## config.mk

```make
export PLATFORM = sky130hd
export DESIGN_NAME = ascii_command_line_parser
export DESIGN_NICKNAME = d
export VERILOG_FILES = /design/src/rtl/core/acl_pkg.sv /design/src/rtl/core/acl_parse.sv /design/src/rtl/core/acl_commit.sv /design/src/rtl/core/ascii_command_line_parser.sv
export SDC_FILE = /design/constraint.sdc
export NUM_CORES = 1
export LEC_CHECK = 0
export ABC_AREA = 0
export BUFFER_PORTS_ARGS = -buffer_cell sky130_fd_sc_hd__buf_2
export CELL_PAD_IN_SITES_DETAIL_PLACEMENT = 0
export CELL_PAD_IN_SITES_GLOBAL_PLACEMENT = 1
export CORE_AREA = 5 5 256 258
export DETAILED_ROUTE_END_ITERATION = 7
export DIE_AREA = 0 0 261 263
export PLACE_DENSITY = 0.83
export SLEW_MARGIN = 40
export SYNTH_ARGS = -nofsm -noshare
export SYNTH_HDL_FRONTEND = slang
export SYNTH_SLANG_ARGS = --single-unit
```

## constraint.sdc

```tcl
create_clock -name clock -period 19.2 [get_ports clock]
set_input_delay 5.76 -clock clock [delete_from_list [all_inputs] [get_ports clock]]
set_output_delay 5.76 -clock clock [all_outputs]
set_load 0.005 [all_outputs]
```

## src/rtl/core/acl_pkg.sv

```systemverilog
// ----------------------------------------------------------------------------
// acl_pkg
// Shared types, character codes and keyword tables for the command line parser.
// ----------------------------------------------------------------------------
package acl_pkg;

   localparam logic [7:0] CH_NUL   = 8'h00;
   localparam logic [7:0] CH_LF    = 8'h0A;
   localparam logic [7:0] CH_CR    = 8'h0D;
   localparam logic [7:0] CH_COMMA = 8'h2C;
   localparam logic [7:0] CH_PLUS  = 8'h2B;
   localparam logic [7:0] CH_MINUS = 8'h2D;
   localparam logic [7:0] CH_SPACE = 8'h20;
   localparam logic [7:0] CH_TAB   = 8'h09;
   localparam logic [7:0] CH_ZERO  = 8'h30;
   localparam logic [7:0] CH_NINE  = 8'h39;

   localparam int NUM_FIELDS = 12;
   localparam int NUM_VALUES = 7;

   localparam logic [4:0] KW_ROOT = 5'd0;
   localparam logic [4:0] KW_DEAD = 5'd30;
   localparam logic [4:0] WC_MAX  = 5'd31;

   typedef enum logic [3:0] {
      CMD_EMPTY   = 4'd0,
      CMD_DAT     = 4'd1,
      CMD_D       = 4'd2,
      CMD_DLOW    = 4'd3,
      CMD_START   = 4'd4,
      CMD_STOP    = 4'd5,
      CMD_MOT     = 4'd6,
      CMD_R       = 4'd7,
      CMD_C       = 4'd8,
      CMD_L       = 4'd9,
      CMD_THRESH  = 4'd10,
      CMD_SENSI   = 4'd11,
      CMD_E       = 4'd12,
      CMD_UNKNOWN = 4'd13
   } cmd_type;

   typedef logic [NUM_FIELDS-1:0][15:0] field_array_type;
   typedef logic [NUM_VALUES-1:0][15:0] value_array_type;

   typedef struct packed {
      logic [4:0] word_count;
      logic [4:0] keyword;
      logic       fields_ok;
   } line_info_type;

   typedef struct packed {
      cmd_type         command;
      logic            accepted;
      logic [5:0]      buttons;
      value_array_type values;
      logic            running;
      logic [31:0]     link_errors;
   } result_type;

   function automatic logic [4:0] kw_next(input logic [4:0] s, input logic [7:0] c);
      logic [4:0] n;
      begin
         n = KW_DEAD;
         case (s)
            5'd0: begin
               case (c)
                  "D": n = 5'd1;
                  "d": n = 5'd4;
                  "s": n = 5'd5;
                  "M": n = 5'd12;
                  "R": n = 5'd15;
                  "C": n = 5'd16;
                  "L": n = 5'd17;
                  "T": n = 5'd18;
                  "S": n = 5'd24;
                  "E": n = 5'd29;
                  default: n = KW_DEAD;
               endcase
            end
            5'd1:  if (c == "A") n = 5'd2;
            5'd2:  if (c == "T") n = 5'd3;
            5'd5:  if (c == "t") n = 5'd6;
            5'd6: begin
               if (c == "a") n = 5'd7;
               else if (c == "o") n = 5'd10;
            end
            5'd7:  if (c == "r") n = 5'd8;
            5'd8:  if (c == "t") n = 5'd9;
            5'd10: if (c == "p") n = 5'd11;
            5'd12: if (c == "O") n = 5'd13;
            5'd13: if (c == "T") n = 5'd14;
            5'd18: if (c == "H") n = 5'd19;
            5'd19: if (c == "R") n = 5'd20;
            5'd20: if (c == "E") n = 5'd21;
            5'd21: if (c == "S") n = 5'd22;
            5'd22: if (c == "H") n = 5'd23;
            5'd24: if (c == "E") n = 5'd25;
            5'd25: if (c == "N") n = 5'd26;
            5'd26: if (c == "S") n = 5'd27;
            5'd27: if (c == "I") n = 5'd28;
            default: n = KW_DEAD;
         endcase
         return n;
      end
   endfunction

   function automatic cmd_type kw_term(input logic [4:0] s);
      cmd_type t;
      begin
         case (s)
            5'd1:    t = CMD_D;
            5'd3:    t = CMD_DAT;
            5'd4:    t = CMD_DLOW;
            5'd9:    t = CMD_START;
            5'd11:   t = CMD_STOP;
            5'd14:   t = CMD_MOT;
            5'd15:   t = CMD_R;
            5'd16:   t = CMD_C;
            5'd17:   t = CMD_L;
            5'd23:   t = CMD_THRESH;
            5'd28:   t = CMD_SENSI;
            5'd29:   t = CMD_E;
            default: t = CMD_UNKNOWN;
         endcase
         return t;
      end
   endfunction

endpackage

```

## src/rtl/core/acl_parse.sv

```systemverilog
// ----------------------------------------------------------------------------
// acl_parse
// Per-byte line tracker: word splitting, keyword walk, decimal field check.
// ----------------------------------------------------------------------------
module acl_parse #(
   parameter int LINE_MAX = 128
) (
   input  logic                     clock,
   input  logic                     reset,
   input  logic                     step,
   input  logic [7:0]               rx_byte,
   output acl_pkg::line_info_type   info,
   output acl_pkg::field_array_type fields
);

   localparam int LW = $clog2(LINE_MAX);
   localparam logic [LW:0] LEN_LIMIT = (LW+1)'(LINE_MAX - 1);

   typedef enum logic [1:0] {PH_WS, PH_SIGN, PH_DIGITS, PH_BAD} phase_type;

   logic [LW-1:0]            len_ff, len_in;
   logic [4:0]               wc_ff, wc_in;
   logic                     inw_ff, inw_in;
   logic                     nul_ff, nul_in;
   logic [4:0]               kw_ff, kw_in;
   phase_type                ph_ff, ph_in;
   logic [31:0]              acc_ff, acc_in;
   logic                     neg_ff, neg_in;
   logic                     ovf_ff, ovf_in;
   logic                     fv_ff, fv_in;
   acl_pkg::field_array_type pend_ff, pend_in;

   logic [LW:0]              len_inc;
   logic [4:0]               fin_idx;
   logic                     fin_ok, fin_word;
   logic [15:0]              num_val;
   acl_pkg::field_array_type pend_fin;
   logic                     fv_fin;
   logic [4:0]               wc_new;
   phase_type                ph;
   logic [31:0]              acc;
   logic                     neg, ovf;
   logic                     is_digit, is_space;
   logic [35:0]              nv;

   always_comb begin
      if (neg_ff) begin
         num_val = ovf_ff ? 16'h0000 : 16'(32'd0 - acc_ff);
      end else if (ovf_ff || acc_ff > 32'h7FFF_FFFF) begin
         num_val = 16'hFFFF;
      end else begin
         num_val = acc_ff[15:0];
      end
   end

   always_comb begin
      fin_idx  = wc_ff - 5'd2;
      fin_ok   = (ph_ff == PH_DIGITS);
      fin_word = inw_ff && (wc_ff >= 5'd2);
      pend_fin = pend_ff;
      if (fin_word && fin_idx < 5'(acl_pkg::NUM_FIELDS)) begin
         pend_fin[fin_idx[3:0]] = fin_ok ? num_val : 16'h0000;
      end
      fv_fin = fv_ff && !(fin_word && !fin_ok);
   end

   assign info.word_count = wc_ff;
   assign info.keyword    = kw_ff;
   assign info.fields_ok  = fv_fin;
   assign fields          = pend_fin;

   always_comb begin
      len_inc  = {1'b0, len_ff} + (LW+1)'(1);
      is_digit = (rx_byte >= acl_pkg::CH_ZERO) && (rx_byte <= acl_pkg::CH_NINE);
      is_space = (rx_byte == acl_pkg::CH_SPACE) ||
                 (rx_byte >= acl_pkg::CH_TAB && rx_byte <= acl_pkg::CH_CR);
      wc_new   = wc_ff;
      ph       = ph_ff;
      acc      = acc_ff;
      neg      = neg_ff;
      ovf      = ovf_ff;
      nv       = '0;
      len_in   = len_ff;
      wc_in    = wc_ff;
      inw_in   = inw_ff;
      nul_in   = nul_ff;
      kw_in    = kw_ff;
      ph_in    = ph_ff;
      acc_in   = acc_ff;
      neg_in   = neg_ff;
      ovf_in   = ovf_ff;
      fv_in    = fv_ff;
      pend_in  = pend_ff;
      if (rx_byte == acl_pkg::CH_LF || (rx_byte != acl_pkg::CH_CR && len_inc >= LEN_LIMIT))
      begin
         len_in = '0;
         wc_in  = '0;
         inw_in = 1'b0;
         nul_in = 1'b0;
         kw_in  = acl_pkg::KW_ROOT;
         ph_in  = PH_WS;
         acc_in = '0;
         neg_in = 1'b0;
         ovf_in = 1'b0;
         fv_in  = 1'b1;
         if (rx_byte == acl_pkg::CH_LF) begin
            pend_in = pend_fin;
         end
      end else if (rx_byte != acl_pkg::CH_CR) begin
         len_in = len_inc[LW-1:0];
         if (!nul_ff) begin
            if (rx_byte == acl_pkg::CH_NUL || rx_byte == acl_pkg::CH_COMMA) begin
               nul_in  = (rx_byte == acl_pkg::CH_NUL);
               inw_in  = 1'b0;
               fv_in   = fv_fin;
               pend_in = pend_fin;
            end else begin
               if (!inw_ff) begin
                  wc_new = (wc_ff == acl_pkg::WC_MAX) ? wc_ff : wc_ff + 5'd1;
                  ph     = PH_WS;
                  acc    = '0;
                  neg    = 1'b0;
                  ovf    = 1'b0;
               end
               if (wc_new == 5'd1) begin
                  kw_in = acl_pkg::kw_next(kw_ff, rx_byte);
               end else if (ph == PH_WS && is_space) begin
                  ph = PH_WS;
               end else if (ph == PH_WS &&
                            (rx_byte == acl_pkg::CH_PLUS || rx_byte == acl_pkg::CH_MINUS)) begin
                  neg = (rx_byte == acl_pkg::CH_MINUS);
                  ph  = PH_SIGN;
               end else if (ph == PH_BAD) begin
                  ph = PH_BAD;
               end else if (!is_digit) begin
                  ph = PH_BAD;
               end else begin
                  ph = PH_DIGITS;
                  if (!ovf) begin
                     nv = {1'b0, acc, 3'b000} + {3'b000, acc, 1'b0}
                        + {32'd0, 4'(rx_byte - acl_pkg::CH_ZERO)};
                     if (nv > 36'h0_8000_0000) begin
                        ovf = 1'b1;
                     end else begin
                        acc = nv[31:0];
                     end
                  end
               end
               wc_in  = wc_new;
               inw_in = 1'b1;
               ph_in  = ph;
               acc_in = acc;
               neg_in = neg;
               ovf_in = ovf;
            end
         end
      end
   end

   always_ff @(posedge clock) begin
      if (reset) begin
         len_ff <= '0;
         wc_ff  <= '0;
         inw_ff <= 1'b0;
         nul_ff <= 1'b0;
         kw_ff  <= acl_pkg::KW_ROOT;
         ph_ff  <= PH_WS;
         acc_ff <= '0;
         neg_ff <= 1'b0;
         ovf_ff <= 1'b0;
         fv_ff  <= 1'b1;
      end else if (step) begin
         len_ff <= len_in;
         wc_ff  <= wc_in;
         inw_ff <= inw_in;
         nul_ff <= nul_in;
         kw_ff  <= kw_in;
         ph_ff  <= ph_in;
         acc_ff <= acc_in;
         neg_ff <= neg_in;
         ovf_ff <= ovf_in;
         fv_ff  <= fv_in;
      end
   end

   always_ff @(posedge clock) begin
      if (step) begin
         pend_ff <= pend_in;
      end
   end

endmodule

```

## src/rtl/core/acl_commit.sv

```systemverilog
// ----------------------------------------------------------------------------
// acl_commit
// Judges a finished line and updates the committed registers.
// ----------------------------------------------------------------------------
module acl_commit (
   input  logic                     clock,
   input  logic                     reset,
   input  logic                     commit,
   input  acl_pkg::line_info_type   info,
   input  acl_pkg::field_array_type fields,
   output acl_pkg::result_type      result
);

   localparam int NUM_F = acl_pkg::NUM_FIELDS;

   acl_pkg::value_array_type vals_ff, vals_in;
   logic [5:0]               btn_ff, btn_in;
   logic                     run_ff, run_in;
   logic [31:0]              err_ff, err_in;

   acl_pkg::cmd_type cmd;
   logic             acc;
   logic [NUM_F-1:0] flag;
   logic [15:0]      code;
   logic [31:0]      weight;

   always_comb begin
      for (int i = 0; i < NUM_F; i++) begin
         flag[i] = (fields[i] != 16'h0000);
      end
      code   = fields[0];
      weight = (code[3] ? 32'd1000000 : 32'd0) + (code[2] ? 32'd10000 : 32'd0)
             + (code[1] ? 32'd100 : 32'd0) + {31'd0, code[0]};
      cmd     = (info.word_count == 5'd0) ? acl_pkg::CMD_EMPTY : acl_pkg::kw_term(info.keyword);
      acc     = 1'b0;
      vals_in = vals_ff;
      btn_in  = btn_ff;
      run_in  = run_ff;
      err_in  = err_ff;
      case (cmd)
         acl_pkg::CMD_DAT: begin
            if (info.word_count == 5'd13 && info.fields_ok) begin
               acc        = 1'b1;
               btn_in     = {flag[0], flag[6], flag[7], flag[8], flag[9], flag[10]};
               vals_in[0] = fields[1];
               vals_in[1] = fields[2];
               vals_in[2] = fields[3];
               vals_in[3] = fields[4];
               vals_in[4] = fields[5];
               vals_in[5] = fields[11];
            end
         end
         acl_pkg::CMD_D: begin
            if (info.word_count == 5'd8 && info.fields_ok) begin
               acc        = 1'b1;
               btn_in     = {flag[0], flag[2], flag[3], flag[4], flag[5], flag[6]};
               vals_in[0] = fields[1];
            end
         end
         acl_pkg::CMD_DLOW: begin
            if (info.word_count == 5'd3 && info.fields_ok) begin
               acc        = 1'b1;
               btn_in     = code[5:0];
               vals_in[0] = fields[1];
            end
         end
         acl_pkg::CMD_START: begin
            acc    = 1'b1;
            run_in = 1'b1;
         end
         acl_pkg::CMD_STOP: begin
            acc    = 1'b1;
            run_in = 1'b0;
         end
         acl_pkg::CMD_MOT: begin
            if (info.word_count == 5'd4 && info.fields_ok) begin
               acc        = 1'b1;
               vals_in[2] = fields[0];
               vals_in[3] = fields[1];
               vals_in[4] = fields[2];
            end
         end
         acl_pkg::CMD_R, acl_pkg::CMD_C, acl_pkg::CMD_L,
         acl_pkg::CMD_THRESH, acl_pkg::CMD_SENSI, acl_pkg::CMD_E: begin
            if (info.word_count == 5'd2 && info.fields_ok) begin
               acc = 1'b1;
               case (cmd)
                  acl_pkg::CMD_R:      vals_in[2] = code;
                  acl_pkg::CMD_C:      vals_in[3] = code;
                  acl_pkg::CMD_L:      vals_in[4] = code;
                  acl_pkg::CMD_THRESH: vals_in[1] = code;
                  acl_pkg::CMD_SENSI:  vals_in[6] = code;
                  default:             err_in = err_ff + weight;
               endcase
            end
         end
         default: acc = 1'b0;
      endcase
   end

   assign result.command     = cmd;
   assign result.accepted    = acc;
   assign result.buttons     = btn_in;
   assign result.values      = vals_in;
   assign result.running     = run_in;
   assign result.link_errors = err_in;

   always_ff @(posedge clock) begin
      if (reset) begin
         vals_ff <= '0;
         btn_ff  <= '0;
         run_ff  <= 1'b0;
         err_ff  <= '0;
      end else if (commit) begin
         vals_ff <= vals_in;
         btn_ff  <= btn_in;
         run_ff  <= run_in;
         err_ff  <= err_in;
      end
   end

endmodule

```

## src/rtl/core/ascii_command_line_parser.sv

```systemverilog
// ----------------------------------------------------------------------------
// ascii_command_line_parser
// Byte-stream command line parser with a registered byte stage and result.
// ----------------------------------------------------------------------------
//  channel  ports  direction  transfer
//  request  req_   in         one received byte
//  response rsp_   out        one line result, per LF
//
//  One byte per cycle through the byte register; its parse and the line
//  commit are combinational between that register and the result register.
//  An LF byte waits in the byte register only while the result register is
//  full and stalled. Synchronous reset clears parse state and committed values.
// ----------------------------------------------------------------------------
module ascii_command_line_parser #(
   parameter int LINE_MAX = 128
) (
   input  logic               clock,
   input  logic               reset,
   input  logic               req_valid,
   output logic               req_ready,
   input  logic [7:0]         req_rx_byte,
   output logic               rsp_valid,
   input  logic               rsp_ready,
   output logic [3:0]         rsp_command,
   output logic               rsp_accepted,
   output logic [5:0]         rsp_buttons,
   output logic signed [15:0] rsp_capacitance,
   output logic signed [15:0] rsp_cap_threshold,
   output logic signed [15:0] rsp_motor_right,
   output logic signed [15:0] rsp_motor_center,
   output logic signed [15:0] rsp_motor_left,
   output logic signed [15:0] rsp_servo_pos,
   output logic signed [15:0] rsp_sensitivity,
   output logic               rsp_running,
   output logic [31:0]        rsp_link_errors
);

   logic [7:0]               byte_ff;
   logic                     bvld_ff, bvld_in;
   logic                     rvld_ff, rvld_in;
   acl_pkg::result_type      res_ff, res;
   acl_pkg::line_info_type   info;
   acl_pkg::field_array_type fields;
   logic                     is_lf, go;

   assign is_lf     = (byte_ff == acl_pkg::CH_LF);
   assign go        = bvld_ff && (!is_lf || !rvld_ff || rsp_ready);
   assign req_ready = !bvld_ff || go;

   acl_parse #(.LINE_MAX(LINE_MAX)) u_parse (
      .clock   (clock),
      .reset   (reset),
      .step    (go),
      .rx_byte (byte_ff),
      .info    (info),
      .fields  (fields)
   );

   acl_commit u_commit (
      .clock  (clock),
      .reset  (reset),
      .commit (go && is_lf),
      .info   (info),
      .fields (fields),
      .result (res)
   );

   always_comb begin
      bvld_in = bvld_ff;
      if (req_valid && req_ready) begin
         bvld_in = 1'b1;
      end else if (go) begin
         bvld_in = 1'b0;
      end
      rvld_in = rvld_ff;
      if (go && is_lf) begin
         rvld_in = 1'b1;
      end else if (rsp_ready) begin
         rvld_in = 1'b0;
      end
   end

   always_ff @(posedge clock) begin
      if (reset) begin
         bvld_ff <= 1'b0;
         rvld_ff <= 1'b0;
      end else begin
         bvld_ff <= bvld_in;
         rvld_ff <= rvld_in;
      end
   end

   always_ff @(posedge clock) begin
      if (req_valid && req_ready) begin
         byte_ff <= req_rx_byte;
      end
      if (go && is_lf) begin
         res_ff <= res;
      end
   end

   assign rsp_valid         = rvld_ff;
   assign rsp_command       = res_ff.command;
   assign rsp_accepted      = res_ff.accepted;
   assign rsp_buttons       = res_ff.buttons;
   assign rsp_capacitance   = res_ff.values[0];
   assign rsp_cap_threshold = res_ff.values[1];
   assign rsp_motor_right   = res_ff.values[2];
   assign rsp_motor_center  = res_ff.values[3];
   assign rsp_motor_left    = res_ff.values[4];
   assign rsp_servo_pos     = res_ff.values[5];
   assign rsp_sensitivity   = res_ff.values[6];
   assign rsp_running       = res_ff.running;
   assign rsp_link_errors   = res_ff.link_errors;

endmodule

```

==> run_results.csv, run 1 <==
group,metric,value,unit
run_status,outcome,"completed",
synthesis,synth-simple-area-share,19.2,%
critical_path,path_common_cell,"buf_2",
clocking,post_cts_buffers,0,
die,die_width,261,um
clocking,clock-root-buffer,"clkbuf_16",
sta,fin_skew,47.9,ps
die,dieArea,68600,um^2
detailed_routing,first_pass_iters,8,
critical_path,slowest_delay,200,ps
worst_hold_path,holdCritPathClass,"reg -> reg",
synthesis,ys.flop_type,"edfxtp_1",
critical_path,ff2ff_path_depth,23,
global_route,grt_pass1_wl,131000,um
sta,rsz0062_at_grt,"false",
sta,relSlewSlack,38.4,%
final_layout,fin_nets,3355,
placed_design,dp_cells,4020,
worst_hold_path,hold_depth,1,
global_route,grt-ovfl-total,0,
synthesis,yosysSeqAreaShare,50.1,%
clocking,clkTransAtPathRegs,60,ps
critical_path,cp.required,13440,ps
sta,report.final.slew_viol_count,0,
critical_path,reg2reg_to,"rsp_link_errors[30]",
clocking,cts_hold_buf,0,
worst_hold_path,min-delay-start,"u_parse.acc_ff[28]",
critical_path,reg2reg_from,"u_parse.wc_ff[2]",
die,num_rows,92,
sta,fin_crit_sh,63.5,%
critical_path,crit_path_start_kind,"input pin",
synthesis,synth-edff-count,356,
synthesis,synth-compound-area-share,18.1,%
placed_design,postPlaceCellArea,31400,um^2
placed_design,dp_slack,6990,ps
detailed_routing,avgRoutedWirePerCell,20.6,um
clocking,post_cts_resized,0,
die,start_util,47.6,%
detailed_routing,vias,24600,
global_route,antenna_found_initial,1,
synthesis,synthCells,3161,
synthesis,avgSynthCellArea,9.44,um^2
detailed_routing,drtIter0Drc,2555,
synthesis,synth.top_cell.area_share,35.8,%
synthesis,post-synth-top-count-cell,"nand2_1",
detailed_routing,routed_wl,85200,um
power_and_ir_drop,powerDensity,77.8,nW/um^2
clocking,cts.sinks,569,
detailed_routing,drc_errors,0,
sta,tightest_slew,923,ps
clocking,cts_tree,"done",
sta,hold_viol,0,
critical_path,critPathArrivalTime,6430,ps
sta,max_freq,82.0,MHz
sta,setup_tns,0,ps
sta,period_needed,12190,ps
synthesis,async_flop_share,0,%
final_layout,syn2layout_area_growth,12.7,%
clocking,htree_levels,2,
synthesis,yosys.cell_types.count,110,
global_route,grt_pass1_vias,23000,
synthesis,synth_nets,3276,
detailed_routing,drtAntennaViolNets,0,
sta,hold_ws,454,ps
clocking,cts_buffers,60,
synthesis,yosys.area_share.adder,4.39,%
synthesis,yosysTopAreaCell,"edfxtp_1",
sta,worst_slack,7010,ps
placed_design,port_buffers,169,
die,die_h,263,um
critical_path,worstSetupEndpointType,"output pin",
die,pin_count,170,
critical_path,crit_slowest_cell,"nor2_1",
final_layout,stdcell_count,4139,
clocking,clockBufferDepth,3,
synthesis,synth-xor-area-share,1.93,%
synthesis,synthesis.area,29900,um^2
synthesis,netlist_top_cells_count,"nand2_1 (505), edfxtp_1 (356), nor2_1 (321)",
critical_path,worstPathMaxFanout,3,
placed_design,place_hpwl,57700,um
critical_path,reg2reg_setup_slack,12690,ps
final_layout,postLayoutCellArea,33600,um^2
power_and_ir_drop,vdd_drop_max,0.0000724,V
power_and_ir_drop,power.leakage,12.3,nW
worst_hold_path,hold_end,"u_parse.acc_ff[28]",
placed_design,gp_congestion,0.884,
synthesis,ys_top_cells_by_area,"edfxtp_1 (36%), dfxtp_1 (14%), nand2_1 (6.3%), ha_1 (4.2%), nor2_1 (4.0%)",
critical_path,crit_type,"in -> out",
global_route,grt_max_degree,136,
sta,setup_viol,0,
detailed_routing,via_per_inst,5.95,
synthesis,muxShareOfSynthArea,2.29,%
final_layout,drive_gt1_share,13.2,%
critical_path,path_cells,"buf_2, nand2b_1, nor2_1, inv_1, buf_2",
flow_run,drv_cap,0,
clocking,clk_latency,660,ps
synthesis,synth_top_family_by_area,"simple AND/OR/NAND/NOR gates",
synthesis,yosysWarnings,0,
synthesis,ys_ff_latch,569,
die,core_region_area,62700,um^2
global_route,gr-usage-all-layers,23.7,%
-- sequential cells by signal, indices dropped and copies added, names as in the netlist, 32 cells and up, named ones only --
signal,flops
u_commit.err_ff,32
u_parse.acc_ff,32
u_commit.vals_ff,112
rsp_link_errors,32
u_parse.pend_ff,192
-- logic make-up after synthesis --
kind of cell             Yosys count
AO/OA/AOI/OAI                    823
XOR/XNOR                          65
adder cells (fa/ha/maj)          103
buffers and inverters            303
multiplexers                      62
AND/OR/NAND/NOR                 1236
flip-flops                       569
-- worst max-delay path by stage --
stage               cells past startpoint       from                  to
floorplan                               5  rsp_ready  u_parse.pend_ff[0]
global placement                        5  rsp_ready           req_ready
detailed placement                      5  rsp_ready           req_ready
CTS                                     5  rsp_ready           req_ready
global route                            5  rsp_ready           req_ready
finish                                  5  rsp_ready           req_ready
-- critical path: cells and delay by family --
| family | cells | cell delay, ps |
|---|---|---|
| and+or+nand+nor | 2 | 390 |
| buffers and inverters | 3 | 280 |
-- per-stage QoR --
step,utilization (%),total power [mW]
after detailed placement,50.1,1.42
after CTS,53.5,2.64
final,53.6,2.62
after global routing,53.6,2.70
after floorplan,-,1.39
after global placement,49.9,1.41
-- placed cells by master, fill, tap and decap left out, types with 14 or more instances in the layout --
| master | instances |
|---|---|
| nand2_1 | 496 |
| edfxtp_1 | 356 |
| nor2_1 | 317 |
| a21oi_1 | 233 |
| dfxtp_1 | 212 |
| o21ai_0 | 207 |
| buf_2 | 168 |
| ha_1 | 100 |
| inv_1 | 97 |
| nor3_1 | 88 |
| clkbuf_16 | 62 |
| nand3_1 | 49 |
| and2_1 | 43 |
| mux2_2 | 37 |
| buf_4 | 37 |
| xnor2_1 | 36 |
| a31oi_1 | 32 |
| o21a_1 | 30 |
| nor4_1 | 29 |
| o21ai_1 | 28 |
| a221o_1 | 28 |
| xor2_1 | 28 |
| nand4_1 | 26 |
| a22o_1 | 26 |
| or3_1 | 25 |
| nor2b_1 | 24 |
| nand2b_1 | 21 |
| and3_1 | 21 |
| mux2i_1 | 19 |
| a22oi_1 | 19 |
| a21o_1 | 18 |
| o211ai_1 | 18 |
| or4_1 | 14 |
-- power breakdown --
part	leakage (nW)	switching (mW)	internal, mW
logic	6.76	0.0606	0.0300
registers	4.50	0.0119	1.29
clock network	1.01	0.508	0.717
total	12.3	0.581	2.04
-- final cells by class --
class | count | area (um^2)
Antenna cell | 1 | 2.50
Inverter | 102 | 395
Sequential cell | 569 | 15000
Tap cell | 846 | 1060
Timing Repair Buffer | 218 | 1300
Clock inverter | 36 | 444
Multi-Input combinational cell | 2289 | 13800
Clock buffer | 78 | 1650
Fill cell | 5600 | 29100
-- layer usage --
metal	track usage, %	wire, um	vias up
li1	-	-	11700
met1	33.4	36600	11800
met2	37.3	38700	982
met3	4.33	7080	159
met4	7.34	2780	0
met5	0	0	-
Power figures use the tool's default switching activity.
==> run 2: changes to the inputs <==
--- a/config.mk
+++ b/config.mk
@@ -9,10 +9,10 @@
 export BUFFER_PORTS_ARGS = -buffer_cell sky130_fd_sc_hd__buf_2
 export CELL_PAD_IN_SITES_DETAIL_PLACEMENT = 0
 export CELL_PAD_IN_SITES_GLOBAL_PLACEMENT = 1
-export CORE_AREA = 5 5 256 258
+export CORE_AREA = 5 5 267 269
 export DETAILED_ROUTE_END_ITERATION = 7
-export DIE_AREA = 0 0 261 263
-export PLACE_DENSITY = 0.83
+export DIE_AREA = 0 0 272 274
+export PLACE_DENSITY = 0.8
 export SLEW_MARGIN = 40
 export SYNTH_ARGS = -nofsm -noshare
 export SYNTH_HDL_FRONTEND = slang
==> constraint.sdc (replaced) <==
create_clock -name clock -period 10.26 [get_ports clock]
set_input_delay 3.078 -clock clock [delete_from_list [all_inputs] [get_ports clock]]
set_output_delay 3.078 -clock clock [all_outputs]
set_load 0.005 [all_outputs]
==> run_results.csv, run 2 (synthesis results as in run 1) <==
group,metric,value,unit
run_status,outcome,"completed",
die,core_region_area,68300,um^2
final_layout,seq_area,15000,um^2
clocking,htree_levels,2,
global_route,grt_pass1_vias,23400,
global_route,use_met3,3.31,%
power_and_ir_drop,p_int,3.79,mW
clocking,cts.sinks,569,
clocking,clockBufferDepth,3,
detailed_routing,vias,24700,
flow_run,drv_cap,0,
power_and_ir_drop,power.leakage,12.2,nW
global_route,antenna_found_initial,3,
die,pin_count,170,
critical_path,crit_type,"in -> out",
power_and_ir_drop,switching_share,22.2,%
sta,fin_crit_sh,67.1,%
final_layout,final_cell_mix,"nand2_1 (498), edfxtp_1 (356), nor2_1 (317)",
final_layout,multi_input_area,13800,um^2
final_layout,fillers,6245,
die,dieArea,74500,um^2
clocking,post_cts_buffers,0,
worst_hold_path,holdCritPathClass,"reg -> reg",
sta,hold_viol,0,
power_and_ir_drop,clockPowerShare,46.4,%
die,die_h,274,um
placed_design,gp_congestion,0.884,
final_layout,stdcell_count,4179,
placed_design,dp_cells,4060,
sta,setup_viol,0,
detailed_routing,first_pass_iters,8,
clocking,clkTransAtPathRegs,50,ps
clocking,clock-root-buffer,"clkbuf_16",
sta,rsz0062_at_grt,"false",
power_and_ir_drop,netSwitchingPower,1.08,mW
power_and_ir_drop,vdd_drop_max,0.000120,V
sta,setup_tns,0,ps
global_route,met2_usage,36.4,%
critical_path,critPathArrivalTime,3810,ps
sta,max_freq,145,MHz
global_route,grt-ovfl-total,0,
global_route,gr-usage-all-layers,22.7,%
power_and_ir_drop,power_frac_seq,50.1,%
global_route,grt_use_met1,32.6,%
final_layout,top_regs,"u_parse.pend_ff x192, u_commit.vals_ff x112",
final_layout,fin_nets,3360,
clocking,cts_hold_buf,0,
sta,tightest_slew,898,ps
sta,report.final.slew_viol_count,0,
sta,relSlewSlack,40.1,%
clocking,cts_buffers,60,
final_layout,largest_reg_flops,192,
power_and_ir_drop,total_power,4.87,mW
die,num_rows,96,
clocking,cts_tree,"done",
global_route,grt_pass1_wl,137000,um
placed_design,postPlaceCellArea,31500,um^2
detailed_routing,drc_errors,0,
placed_design,place_hpwl,58700,um
global_route,busiest_layer,"met2",
global_route,grt_max_degree,108,
power_and_ir_drop,powerDensity,145,nW/um^2
critical_path,worstPathMaxFanout,3,
detailed_routing,routed_wl,87700,um
sta,fin_skew,39.1,ps
detailed_routing,avgRoutedWirePerCell,21.0,um
final_layout,postLayoutCellArea,33700,um^2
power_and_ir_drop,p_comb_share,3.5,%
critical_path,cp.required,7180,ps
placed_design,port_buffers,169,
final_layout,drive_gt1_share,13.1,%
critical_path,worstSetupEndpointType,"output pin",
clocking,clk_latency,650,ps
detailed_routing,via_per_inst,5.92,
final_layout,num_antenna_cells,0,
final_layout,syn2layout_area_growth,12.7,%
critical_path,crit_path_start_kind,"input pin",
die,start_util,43.7,%
clocking,post_cts_resized,0,
sta,period_needed,6890,ps
die,die_width,272,um
final_layout,layout_commonest_cell,"nand2_1",
final_layout,regMostFlops,"u_parse.pend_ff",
detailed_routing,drtAntennaViolNets,0,
detailed_routing,drtIter0Drc,2307,
==> run 2: power by group through the flow <==
stage	Combinational [mW]	Clock, mW	Sequential [mW]
global route	0.187	2.40	2.44
finish	0.171	2.26	2.44
global placement	0.160	0	2.49
detailed placement	0.163	0	2.49
floorplan	0.131	0	2.47
CTS	0.164	2.31	2.44
==> run 2: worst paths after layout <==
path,start,endpoint,slack [ps],cells after the start
setup / recovery,rsp_ready,req_ready,3370,5
hold / removal,u_parse.acc_ff[23],u_parse.acc_ff[23],450,1
setup reg to reg,u_parse.wc_ff[2],rsp_link_errors[30],4060,21
hold reg to reg,u_parse.acc_ff[23],u_parse.acc_ff[23],450,1
==> run 2: worst max-delay path, stage by stage <==
cell and delay (ps):
buf_2 100, nand2b_1 200, nor2_1 250, inv_1 60, buf_2 130
==> run 2: metal layers <==
metal  part of all wire (%)  vias up
li1                       -    11700
met5                      0        -
met4                    2.2        0
met2                     46      889
met1                     45    12100
met3                    6.6      111
==> run 2: per-stage QoR <==
step / setup WS (ps) / hold WS, ps / util, %
after global routing: 3280 / 466 / 49.2
after global placement: 3400 / 439 / 46.0
after floorplan: 1140 / 424 / -
after CTS: 3380 / 454 / 49.1
final: 3370 / 455 / 49.2
after detailed placement: 3380 / 445 / 46.1
==> run 2: area by class of cell <==
cell class | count | area share [%]
clock buffers | 80 | 4.96
repair buffers | 223 | 3.97
inverters | 102 | 1.16
flip-flops and latches | 569 | 44.4
multi-input cells | 2289 | 41.1
clock inverters | 34 | 1.11
well taps | 882 | 3.28
